===== config.mk =====
export PLATFORM = sky130hd
export DESIGN_NAME = pa_div_cell
export DESIGN_NICKNAME = d
export VERILOG_FILES = /design/src/rtl/pa_pkg.sv /design/src/rtl/pa_div_cell.sv
export SDC_FILE = /design/constraint.sdc
export NUM_CORES = 1
export LEC_CHECK = 0
export BUFFER_PORTS_ARGS = -buffer_cell sky130_fd_sc_hd__buf_4
export CAP_MARGIN = 20
export CORE_AREA = 4 4 471 473
export CTS_CLUSTER_SIZE = 40
export DETAILED_ROUTE_END_ITERATION = 6
export DIE_AREA = 0 0 475 477
export HOLD_SLACK_MARGIN = 0.15
export SYNTH_ARGS = -nofsm -noshare
export SYNTH_HDL_FRONTEND = slang
export SYNTH_SLANG_ARGS = --single-unit

===== constraint.sdc =====
create_clock -name clk -period 0.8 [get_ports clk]
set_input_delay 0.08 -clock clk [delete_from_list [all_inputs] [get_ports clk]]
set_output_delay 0.08 -clock clk [all_outputs]
set_load 0.005 [all_outputs]

===== src/rtl/pa_pkg.sv =====
package pa_pkg;

	// pipeline depths of the cell rows
	localparam int unsigned SqrtSteps = 32;
	localparam int unsigned Div1Steps = 17;
	localparam int unsigned Div2Steps = 18;

	localparam logic [31:0] OneQ16   = 32'h0001_0000;
	localparam logic [31:0] HalfQ16  = 32'h0000_8000;
	localparam logic [16:0] DampQ16  = 17'd64881;
	localparam logic [6:0]  StepScale = 7'd100;

	localparam logic [12:0] WidthReset  = 13'd800;
	localparam logic [12:0] HeightReset = 13'd450;

	typedef enum logic [0:0] {
		RegWidth  = 1'b0,
		RegHeight = 1'b1
	} reg_idx_t;

	// one particle in flight through the cell rows
	typedef struct packed {
		logic [31:0] pos_x;
		logic [31:0] pos_y;
		logic [31:0] vel_x;
		logic [31:0] vel_y;
		logic [22:0] kdt;
		logic        sx;
		logic        sy;
		logic [31:0] mag_x;
		logic [31:0] mag_y;
		logic [62:0] sqa;
		logic [62:0] sqb;
		logic [63:0] rad;
		logic [32:0] srem;
		logic [31:0] root;
		logic [31:0] dv;
		logic [31:0] rx;
		logic [31:0] ry;
		logic [17:0] qx;
		logic [17:0] qy;
	} tok_t;

endpackage


===== src/rtl/pa_div_cell.sv =====
module pa_div_cell (
	input  logic         clk,
	input  logic         arst_n,
	input  logic         adv,
	input  logic         vld_in,
	input  pa_pkg::tok_t tok_in,
	output logic         vld_out,
	output pa_pkg::tok_t tok_out
);
	import pa_pkg::*;

	tok_t nxt;
	tok_t tok_q;
	logic vld_q;

	// one restoring step: remainder in upper bits, dividend feed and quotient in q
	function automatic logic [49:0] div_step(input logic [31:0] r, input logic [17:0] q,
			input logic [31:0] dv);
		logic [32:0] rem_t;
		logic [32:0] diff;
		rem_t = {r, q[17]};
		diff  = rem_t - {1'b0, dv};
		if (rem_t >= {1'b0, dv}) begin
			div_step = {diff[31:0], q[16:0], 1'b1};
		end else begin
			div_step = {rem_t[31:0], q[16:0], 1'b0};
		end
	endfunction

	always_comb begin
		nxt = tok_in;
		{nxt.rx, nxt.qx} = div_step(tok_in.rx, tok_in.qx, tok_in.dv);
		{nxt.ry, nxt.qy} = div_step(tok_in.ry, tok_in.qy, tok_in.dv);
	end

	always_ff @(posedge clk or negedge arst_n) begin
		if (!arst_n) begin
			vld_q <= 1'b0;
		end else if (adv) begin
			vld_q <= vld_in;
		end
	end

	always_ff @(posedge clk) begin
		if (adv) begin
			tok_q <= nxt;
		end
	end

	assign vld_out = vld_q;
	assign tok_out = tok_q;

endmodule


Word-level counts from Yosys, hierarchy flattened
Index checks and enable logic that the tools add are counted.

storage, ports and cells
  memories kept = 0
  input port bits = 608
  bits in latches = 0
  bits in read-only memories = 0
  register bits = 605
  word-level logic and storage cells = 26
  bits in writable memories = 0
  output and inout port bits = 605

cells by class
  add/sub/neg operators = 2
  shift operators = 0
  equality and inequality tests = 0
  multiply operators = 0
  bitwise operators = 0
  $lt $le $gt $ge = 2
  div/mod/pow operators = 0
  reductions and logical operators = 0
  mux-type cells = 2

operators by type and width
  operator                        number
  2-to-1 mux 50 bit               2
  >= comparator 33 x 32 -> 1 bit  2
  subtractor 32 bit               2

Logic depth before layout (Yosys ltp)
  depth after elaboration = 2
  gate-level depth with buffers = 14
  gate-level depth less buffers = 12

Least setup slack after synthesis
Ideal clock, no wire load.

  path type = input to register
  start = input port tok_in[118] in the netlist's numbering
  end = register tok_q (netlist bit tok_out[92]) (data pin)
  library setup time = 0.262 ns
  data required time = 0.538 ns
  arrival = 2.663 ns
  path buffers = 2
  slack = -2.125 ns
  stages on the path = 13
  cell sequence = inv_1 ha_1 buf_2 a21o_1 a21o_1 a21o_1 a221oi_2 o21ai_1 a31oi_1 a21oi_2 a2111oi_4 buf_6 mux2_1

RTL lines
  item                  line               text
  start, declared       pa_div_cell.sv:6   input pa_pkg::tok_t tok_in,
  end signal, assigned  pa_div_cell.sv:46  tok_q <= nxt;
  end, declared         pa_div_cell.sv:13  tok_t tok_q;

==> reports/metrics.cfg <==
[sta]
rsz0062_at_grt=yes
tightest_slew_ns=0.597
slew_violations=0
max_clock_freq_mhz=458
timing_hold_violations_final=58
finalCritPeriodShare_pct=273
timing.final.crit_period_ns=2.18
whs_ns=-0.404
fin_skew_ns=0
slew_headroom_pct=60.1
setup_violations=1068
setup_ws_ns=-1.38

[logic_synthesis]
synth_cell_type_count=54
synth.area.top_cells=edfxtp_1 81%, ha_1 3.6%, mux2_1 1.4%
muxShareOfSynthArea_pct=1.75
yosys_register_bits=605
synth_area_mm2=0.0223
synth_top_family_by_area=compound AO/OA/AOI/OAI gates
ys_async_sr_fraction_pct=0.165
synth_cells=1214
synth_fa_ha_area_share_pct=3.77
synth_top_area_share_pct=81.2
synth_area_per_cell_um2=18.4
synth_compound_area_share_pct=5.74
synth-xor-area-share_pct=2.31
synth_edf_count=604
ys_warn_count=0
yosys.area_share.simple_pct=3.73
syn_nets=1888
synth_ff_type=edfxtp_1
yosysTopAreaCell=edfxtp_1
ys_seq_area_share_pct=81.3

[power]
ir_drop_v=0.00166
comb_power_share_pct=23.1
switching_share_pct=27.5
p_int_mw=75.5
power.total_mw=104
p_seq_share_pct=38.3
pwr-share-clk_pct=38.6
p_leak_nw=21.5
p_sw_mw=28.6
p_per_area_mw_per_mm2=1970

[critical_path]
cpMaxStageDelayCell=a2111oi_4
critPathCaptureType=flop
setup.worst_path.class=input port to flop
path_max_fanout=5
path_cells=buf_6 -> inv_2 -> ha_1 -> or2_4 -> a22o_1 -> o21ai_4 -> o21ai_2 -> o21ai_2 -> or3_4 -> a21oi_2 -> a2111oi_4 -> buf_6 -> buf_12 -> mux2_4
required_ns=1.23
startpoint_type=input port
max_stage_delay_ns=0.34
worstPathArrival_ns=2.61

[clock_tree]
h-tree-depth=3
cts_sinks=605
clk_latency_ns=0.71
clk_path_buf_depth=3
cts_tree=done
cts_root_buffer=clkbuf_16
clkTransAtPathRegs_ns=0.06
cts_made_buffers=82

[floorplan]
ios=1213
rows=171
die_area_mm2=0.227
coreArea_mm2=0.217
die_w_um=475
fp.dieH_um=477
initial_core_util_pct=10.3

[global_routing]
grt-ovfl-total=0
grt_use_total_pct=16.6
grt_max_degree=45
grt_pass1_wl_um=244000
first_global_vias=23500
antenna_found_initial=131

[routing]
antenna_left=0
drcViolationCount=0
firstDrtPassIters=5
num_vias=22700
routed_wl_um=196000
via_per_inst=3.40
drt_iter0_drc=1664
wl_per_cell_um=29.3

[placement]
dp_slack_ns=-2.62
place_hpwl_um=164000
placed_cell_area_mm2=0.0375
place_congestion=0.990
portBuffers=1212

[flow_run]
drv_cap=0

[cells_and_area]
multiInputGateArea_mm2=0.00483
final_layout_size_suffix_gt1_share_pct=48.7
areaGrowthSynthToFinish_pct=136
final_area_mm2=0.0528
fillers=22600
num-nets-final=4399
final-seq-area_mm2=0.0182

[min_path]
hold_class=input port to flop

[status]
violations=hold timing, setup timing
status=complete, but fails checks

-- power by group through the flow --
stage | clock (mW) | combinational (mW) | sequential [mW]
3_3_place_gp | 0 | 17.4 | 40.0
2_1_floorplan | 0 | 3.37 | 39.9
5_1_grt | 42.9 | 25.5 | 40.1
6_report | 40.2 | 24.1 | 39.9
4_1_cts | 41.8 | 24.1 | 39.8
3_5_place_dp | 0 | 17.4 | 40.0
-- state kept, by name, summed over array words and instances (netlist names) --
register / cells
tok_out: 604
vld_out: 1
-- synth_stat cells (all sizes together) (4+ instances only) --
cell	n
edfxtp	604
ha	64
nand2	64
o21ai	61
a21oi	55
inv	49
mux2	33
nor2	30
xnor2	30
xor2	29
a21o	27
clkbuf	21
nand4	14
nand3	13
nor2b	13
a31oi	12
nand2b	9
and3	6
nor3	6
o21bai	6
o211ai	5
or3	5
buf	4
o31a	4
-- logic make-up (layout without fill, tap and decap cells) --
logic type	Yosys count	count (layout)
flops	605	605
fa+ha+maj	66	66
simple gates	173	173
buf+inv	74	2652
compound gates	202	202
other cells	0	46
xor+xnor	59	59
mux	35	35
-- stage by stage --
stage                     util, %  cells  TNS, ns
after floorplan                 -   1214  -113.29
after global placement       17.3   5545  -321.73
after detailed placement     17.3   5545  -327.61
after CTS                    24.0   6612  -471.75
after global routing         24.3   6683  -474.69
final                        24.3   6692  -435.54
-- cell type report --
class,instances,share of cell area [%]
repair buffers,2452,43.5
flip-flops and latches,605,34.4
multi-input cells,535,9.15
well taps,2854,6.77
clock buffers,89,3.98
clock inverters,62,1.53
inverters,49,0.467
diodes,46,0.218
-- layer usage --
metal | GRT usage, % | wire length, µm
met1 | 17.2 | 69400
met2 | 29.5 | 98100
met3 | 6.59 | 18400
met4 | 7.08 | 10100
met5 | 0 | 80
-- worst paths after layout --
path	to	slack, ns	cells past startpoint	start
min reg2reg	vld_out	0.55	1	vld_out
max in group asynchronous	vld_out	0.34	3	arst_n
max	tok_out[72]	-1.38	14	tok_in[105]
max reg2reg	vld_out	0.03	1	vld_out
min	tok_out[101]	-0.40	1	tok_in[101]
min in group asynchronous	vld_out	0.36	3	arst_n
-- critical path, delay by kind of cell --
| kind | cells | cell delay [ns] |
|---|---|---|
| adders and majority gates | 1 | 0.29 |
| AOI/OAI and AO/OA | 6 | 1.05 |
| muxes | 1 | 0.31 |
| and+or+nand+nor | 2 | 0.39 |
| buffers and inverters | 4 | 0.48 |
-- placed cells by master, fill, tap and decap left out, types with 8 or more instances in the layout --
| cell type | count |
|---|---|
| buf_6 | 456 |
| clkinvlp_4 | 8 |
| nor2b_1 | 11 |
| dlygate4sd3_1 | 919 |
| nor2_1 | 29 |
| buf_16 | 8 |
| inv_1 | 23 |
| mux2_4 | 32 |
| inv_2 | 15 |
| a21oi_1 | 49 |
| xor2_1 | 29 |
| o21ai_2 | 20 |
| diode_2 | 46 |
| nand3_1 | 13 |
| nand2b_1 | 9 |
| nand2_2 | 9 |
| bufinv_16 | 14 |
| a31oi_1 | 9 |
| ha_1 | 37 |
| clkinv_2 | 14 |
| nand2_4 | 8 |
| a21o_1 | 26 |
| ha_4 | 25 |
| nand4_1 | 14 |
| buf_4 | 1038 |
| inv_6 | 11 |
| buf_12 | 24 |
| o21ai_0 | 21 |
| edfxtp_1 | 604 |
| nand2_1 | 47 |
| xnor2_1 | 27 |
| o21ai_1 | 16 |
| clkbuf_16 | 83 |
-- what timing repair did --
action                     4_1_cts  5_1_grt
resized for setup              612       50
setup endpoints to repair      671      911
hold endpoints to repair      1198      625
pin swaps                       59       35
hold buffers                   895       26
setup buffers                   20       13
gates cloned                     8        0
Power figures use the tool's default switching activity.
