$ cat config.mk
export PLATFORM = sky130hd
export DESIGN_NAME = pa_sqrt_cell
export DESIGN_NICKNAME = d
export VERILOG_FILES = /design/src/rtl/pa_pkg.sv /design/src/rtl/pa_sqrt_cell.sv
export SDC_FILE = /design/constraint.sdc
export NUM_CORES = 1
export LEC_CHECK = 0
export ABC_CLOCK_PERIOD_IN_PS = 1700
export BUFFER_PORTS_ARGS = -buffer_cell sky130_fd_sc_hd__buf_2
export CORE_AREA = 8 8 463 465
export CTS_BUF_LIST = sky130_fd_sc_hd__clkbuf_2
export CTS_CLUSTER_DIAMETER = 100
export CTS_CLUSTER_SIZE = 8
export DETAILED_ROUTE_END_ITERATION = 10
export DIE_AREA = 0 0 471 473
export PLACE_DENSITY = 0.3
export RECOVER_POWER = 50
export SYNTH_ARGS = -nofsm -noshare
export SYNTH_HDL_FRONTEND = slang
export SYNTH_SLANG_ARGS = --single-unit
$ cat constraint.sdc
create_clock -name clk -period 1.7 [get_ports clk]
set_clock_uncertainty 0.1 [all_clocks]
set_input_delay 0.51 -clock clk [delete_from_list [all_inputs] [get_ports clk]]
set_output_delay 0.51 -clock clk [all_outputs]
set_load 0.01 [all_outputs]
$ cat src/rtl/pa_pkg.sv
package pa_pkg;

	// pipeline depths of the cell rows
	localparam int unsigned SqrtSteps = 32;
	localparam int unsigned Div1Steps = 17;
	localparam int unsigned Div2Steps = 18;

	localparam logic [31:0] OneQ16   = 32'h0001_0000;
	localparam logic [31:0] HalfQ16  = 32'h0000_8000;
	localparam logic [16:0] DampQ16  = 17'd64881;
	localparam logic [6:0]  StepScale = 7'd100;

	localparam logic [12:0] WidthReset  = 13'd800;
	localparam logic [12:0] HeightReset = 13'd450;

	typedef enum logic [0:0] {
		RegWidth  = 1'b0,
		RegHeight = 1'b1
	} reg_idx_t;

	// one particle in flight through the cell rows
	typedef struct packed {
		logic [31:0] pos_x;
		logic [31:0] pos_y;
		logic [31:0] vel_x;
		logic [31:0] vel_y;
		logic [22:0] kdt;
		logic        sx;
		logic        sy;
		logic [31:0] mag_x;
		logic [31:0] mag_y;
		logic [62:0] sqa;
		logic [62:0] sqb;
		logic [63:0] rad;
		logic [32:0] srem;
		logic [31:0] root;
		logic [31:0] dv;
		logic [31:0] rx;
		logic [31:0] ry;
		logic [17:0] qx;
		logic [17:0] qy;
	} tok_t;

endpackage

$ cat src/rtl/pa_sqrt_cell.sv
module pa_sqrt_cell (
	input  logic         clk,
	input  logic         arst_n,
	input  logic         adv,
	input  logic         vld_in,
	input  pa_pkg::tok_t tok_in,
	output logic         vld_out,
	output pa_pkg::tok_t tok_out
);
	import pa_pkg::*;

	tok_t        nxt;
	tok_t        tok_q;
	logic        vld_q;
	logic [34:0] rem_t;
	logic [34:0] trial;
	logic [34:0] diff;

	// bring down two radicand bits, try the next root bit
	always_comb begin
		nxt   = tok_in;
		rem_t = {tok_in.srem, tok_in.rad[63:62]};
		trial = {1'b0, tok_in.root, 2'b01};
		diff  = rem_t - trial;
		nxt.rad = {tok_in.rad[61:0], 2'b00};
		if (rem_t >= trial) begin
			nxt.srem = diff[32:0];
			nxt.root = {tok_in.root[30:0], 1'b1};
		end else begin
			nxt.srem = rem_t[32:0];
			nxt.root = {tok_in.root[30:0], 1'b0};
		end
	end

	always_ff @(posedge clk or negedge arst_n) begin
		if (!arst_n) begin
			vld_q <= 1'b0;
		end else if (adv) begin
			vld_q <= vld_in;
		end
	end

	always_ff @(posedge clk) begin
		if (adv) begin
			tok_q <= nxt;
		end
	end

	assign vld_out = vld_q;
	assign tok_out = tok_q;

endmodule

==> results of run 1 <==
logic make-up after synthesis:
group                    Yosys count
other                              1
buffers and inverters             57
AND/OR/NAND/NOR                  103
XOR/XNOR                          28
flip-flops                       603
multiplexers                       8
adder cells (fa/ha/maj)           34
AO/OA/AOI/OAI                    131
metrics by stage:
stage / hold slack, ns / instances / setup WS (ns) / instance area, um^2 / utilization, %
after floorplan: 0.114 / 966 / -1.12 / 20600 / -
after global placement: 0.212 / 5076 / -1.70 / 31800 / 15.4
after detailed placement: 0.211 / 5076 / -1.70 / 31800 / 15.4
==> impl_metrics.tcl, run 1 <==
set metrics [dict create \
    status "aborted with a tool error" \
    failed_stage "4_1_cts" \
    error "[ERROR RSZ-0060] Max buffer count reached." \
    post_cts_resized 547 \
    hpwl_um 137000 \
    cts_buffer_depth 3 \
    routabilityCongestion 0.820 \
    syn_avg_cell_area_um2 21.1 \
    yosysMostFrequentCell "edfxtp_1" \
    ys.flop_type "edfxtp_1" \
    synth_xor_area_share_pct 1.20 \
    yosysSeqAreaShare_pct 88.7 \
    synth_top_family_by_area "compound AO/OA/AOI/OAI gates" \
    cts_max_level 3 \
    synth_area_mm2 0.0204 \
    cts_buffers 90 \
    start_util_pct 9.88 \
    ioPinCount 1213 \
    io_buffers 1210 \
    ctsHoldBuffers 1038 \
    postCtsSetupBuffers 0 \
    rows 167 \
    fp.dieH_um 473 \
    synth_compound_gate_area_share_pct 4.05 \
    synth_mux_area_share_pct 0.442 \
    synth_top_area_cell "edfxtp_1" \
    root_buffer "clkbuf_2" \
    synth_top_area_share_pct 88.6 \
    ys_async_sr_fraction_pct 0.166 \
    cts_num_sinks 603 \
    synth.area.top_cells "edfxtp_1, ha_1, a21oi_1" \
    ys_ff_latch 603 \
    synth_common_cells "edfxtp_1, a21oi_1, nor2_1" \
    synthSimpleGateAreaFrac_pct 2.25 \
    yosys_warnings 0 \
    synth_edf_count 602 \
    syn_inst 965 \
    synthAdderAreaFrac_pct 2.09 \
    synth_cell_types 49 \
    die_w_um 471 \
]
==> inputs of run 2 (changes only) <==
--- a/config.mk
+++ b/config.mk
@@ -7,13 +7,10 @@
 export LEC_CHECK = 0
 export ABC_CLOCK_PERIOD_IN_PS = 1700
 export BUFFER_PORTS_ARGS = -buffer_cell sky130_fd_sc_hd__buf_2
-export CORE_AREA = 8 8 463 465
-export CTS_BUF_LIST = sky130_fd_sc_hd__clkbuf_2
-export CTS_CLUSTER_DIAMETER = 100
-export CTS_CLUSTER_SIZE = 8
+export CORE_AREA = 8 8 472 474
 export DETAILED_ROUTE_END_ITERATION = 10
-export DIE_AREA = 0 0 471 473
-export PLACE_DENSITY = 0.3
+export DIE_AREA = 0 0 480 482
+export PLACE_DENSITY_LB_ADDON = 0.15
 export RECOVER_POWER = 50
 export SYNTH_ARGS = -nofsm -noshare
 export SYNTH_HDL_FRONTEND = slang
==> impl_metrics.tcl, run 2 <==
set metrics [dict create \
    slowest_delay_ns 0.36 \
    yosys_warnings 0 \
    routabilityCongestion 0.764 \
    dp_cells 5213 \
    status "finished with violations" \
    whs_ns 0.0960 \
    leakagePower_uw 0.0171 \
    grt_max_degree 42 \
    synth_common_cells "edfxtp_1, a21oi_1, nor2_1" \
    core-area_mm2 0.216 \
    antenna_found_initial 69 \
    die_w_um 480 \
    ys.flop_type "edfxtp_1" \
    wl_met2_um 70000 \
    synth_edf_count 602 \
    critPathBufInv 4 \
    drt-total-wl_um 145000 \
    cts_buffer_depth 3 \
    vias 17674 \
    fill_cells 23502 \
    crit_path_end_kind "register" \
    post-route-util_pct 19.7 \
    largest_reg_flops 602 \
    synth_top_area_cell "edfxtp_1" \
    power_density_mw_per_mm2 1020 \
    synth_top_area_share_pct 88.6 \
    max_freq_mhz 407 \
    synth.area.top_cells "edfxtp_1, ha_1, a21oi_1" \
    r2r_start "vld_out" \
    period_minus_slack_ns 2.46 \
    r2r-end "vld_out" \
    stdcell_count 6004 \
    dpl_cell_area_mm2 0.0318 \
    final-setup-viol-count 684 \
    io_buffers 1210 \
    crit_end "tok_out[164]" \
    slew_headroom_pct 50.5 \
    root_buffer "clkbuf_16" \
    vias_per_cell 2.94 \
    critical_path.top_delay_family "compound AO/OA/AOI/OAI gates" \
    most-common-layout-cells "buf_2, edfxtp_1, dlygate4sd3_1" \
    areaGrowthSynthToFinish_pct 109 \
    drc 0 \
    ir_drop_uv 664 \
    final_common_cell "buf_2" \
    cts_buffers 85 \
    tightest_slew_ns 0.742 \
    maxCapViolCount 0 \
    grt_pass1_wl_um 186000 \
    layout-drive-gt1-share_pct 52.1 \
    ys_ff_latch 603 \
    dr_wl_met3_um 14100 \
    clock_latency_ns 0.69 \
    final-hold-violation-count 0 \
    period_share_pct 145 \
    critPathMaxFanout 7 \
    cts_tree "built" \
    routedLengthMet1_um 56700 \
    drtAntennaViolNets 0 \
    r2r_slack_ns 0.86 \
    nets 3692 \
    failed_checks "negative setup slack" \
    yosysSeqAreaShare_pct 88.7 \
    syn_avg_cell_area_um2 21.1 \
    die_area_mm2 0.231 \
    start_util_pct 9.46 \
    crit_start "tok_in[170]" \
    syn_inst 965 \
    cp.required_ns 2.04 \
    reg2reg_depth 1 \
    rsz0062_at_grt "true" \
    hpwl_um 122000 \
    firstDrtPassIters 4 \
    synth_area_mm2 0.0204 \
    wl_per_cell_um 24.2 \
    rows 171 \
    crit_type "in2reg" \
    crit_path_start_kind "primary input" \
    ioPinCount 1213 \
    crit_chain "buf_2, ha_4, and4_4, and3_4, nand2_4, a221o_1, a21oi_2, a21oi_2, o21ai_4, buf_12, buf_12, buf_8, xnor2_1" \
    grtUsageTotal_pct 12.0 \
    cts_max_level 3 \
    top_layer_used "met5" \
    grt-ovfl-total 0 \
    critPathArrivalTime_ns 2.80 \
    drtIter0Drc 702 \
    cp_slowest_cell "a221o_1" \
    yosysMostFrequentCell "edfxtp_1" \
    worst-path-stages 13 \
    cts_num_sinks 603 \
    clkTransAtPathRegs_ns 0.06 \
    worst_slack_ns -0.759 \
    fp.dieH_um 482 \
    synth_cell_types 49 \
    hold_path.class "in2reg" \
    first_global_vias 19409 \
    slew_violations 0 \
    final_cell_area_mm2 0.0426 \
    ys_async_sr_fraction_pct 0.166 \
]
## run 2: cell counts after synthesis
No cell type changed its count.
## run 2: cell type report
cell class	count	area, um^2	share of cell area (%)
flip-flops and latches	603	18100	42.5
clock buffers	102	2230	5.24
diodes	33	82.6	0.194
clock inverters	52	468	1.10
multi-input cells	306	2710	6.36
well taps	2854	3570	8.38
repair buffers	2015	15300	35.8
inverters	39	161	0.379
## run 2: logic make-up after synthesis
kind of cell | after synthesis | synth area share [%]
compound gates | 131 | 4.05
xor+xnor | 28 | 1.20
fa+ha+maj | 34 | 2.09
buf+inv | 57 | 1.21
flops | 603 | 88.7
mux | 8 | 0.442
other cells | 1 | 0.0184
simple gates | 103 | 2.25
## run 2: worst min path at each step
stage	endpoint	depth (start not counted)	start
final	tok_out[184]	3	tok_in[182]
after global routing	tok_out[184]	3	tok_in[182]
after CTS	tok_out[174]	4	tok_in[172]
after detailed placement	vld_out	1	arst_n
after global placement	vld_out	1	arst_n
after floorplan	vld_out	0	arst_n
## run 2: report_power, final
part	total (uW)	switching [uW]	internal (uW)
Sequential	18400	555	17800
Combinational	7640	3820	3820
Clock	17600	7490	10100
Total	43600	11900	31700
## run 2: per-stage QoR
step	power, uW	setup TNS [ns]	worst slack, ns
floorplan	19900	-35.80	-1.12
global placement	24400	-60.43	-1.83
detailed placement	24300	-60.87	-1.84
CTS	44800	-176.20	-0.737
global route	45700	-193.41	-0.802
finish	43600	-103.88	-0.759
## run 2: metal layers
layer / global-route usage (%) / up-vias
li1: - / 8014
met2: 20.4 / 924
met4: 3.73 / 24
met3: 5.16 / 215
met5: 0 / -
met1: 13.5 / 8497
## run 2: repair_timing
action / in CTS / in global routing
hold buffers: 577 / 0
pin swaps: 26 / 27
gates cloned: 1 / 0
buffers inserted: 17 / 11
endpoints found under the setup margin: 637 / 637
hold endpoints to repair: 576 / 0
gates resized for setup: 503 / 109
Note: power is estimated with default switching activity, not from simulation.
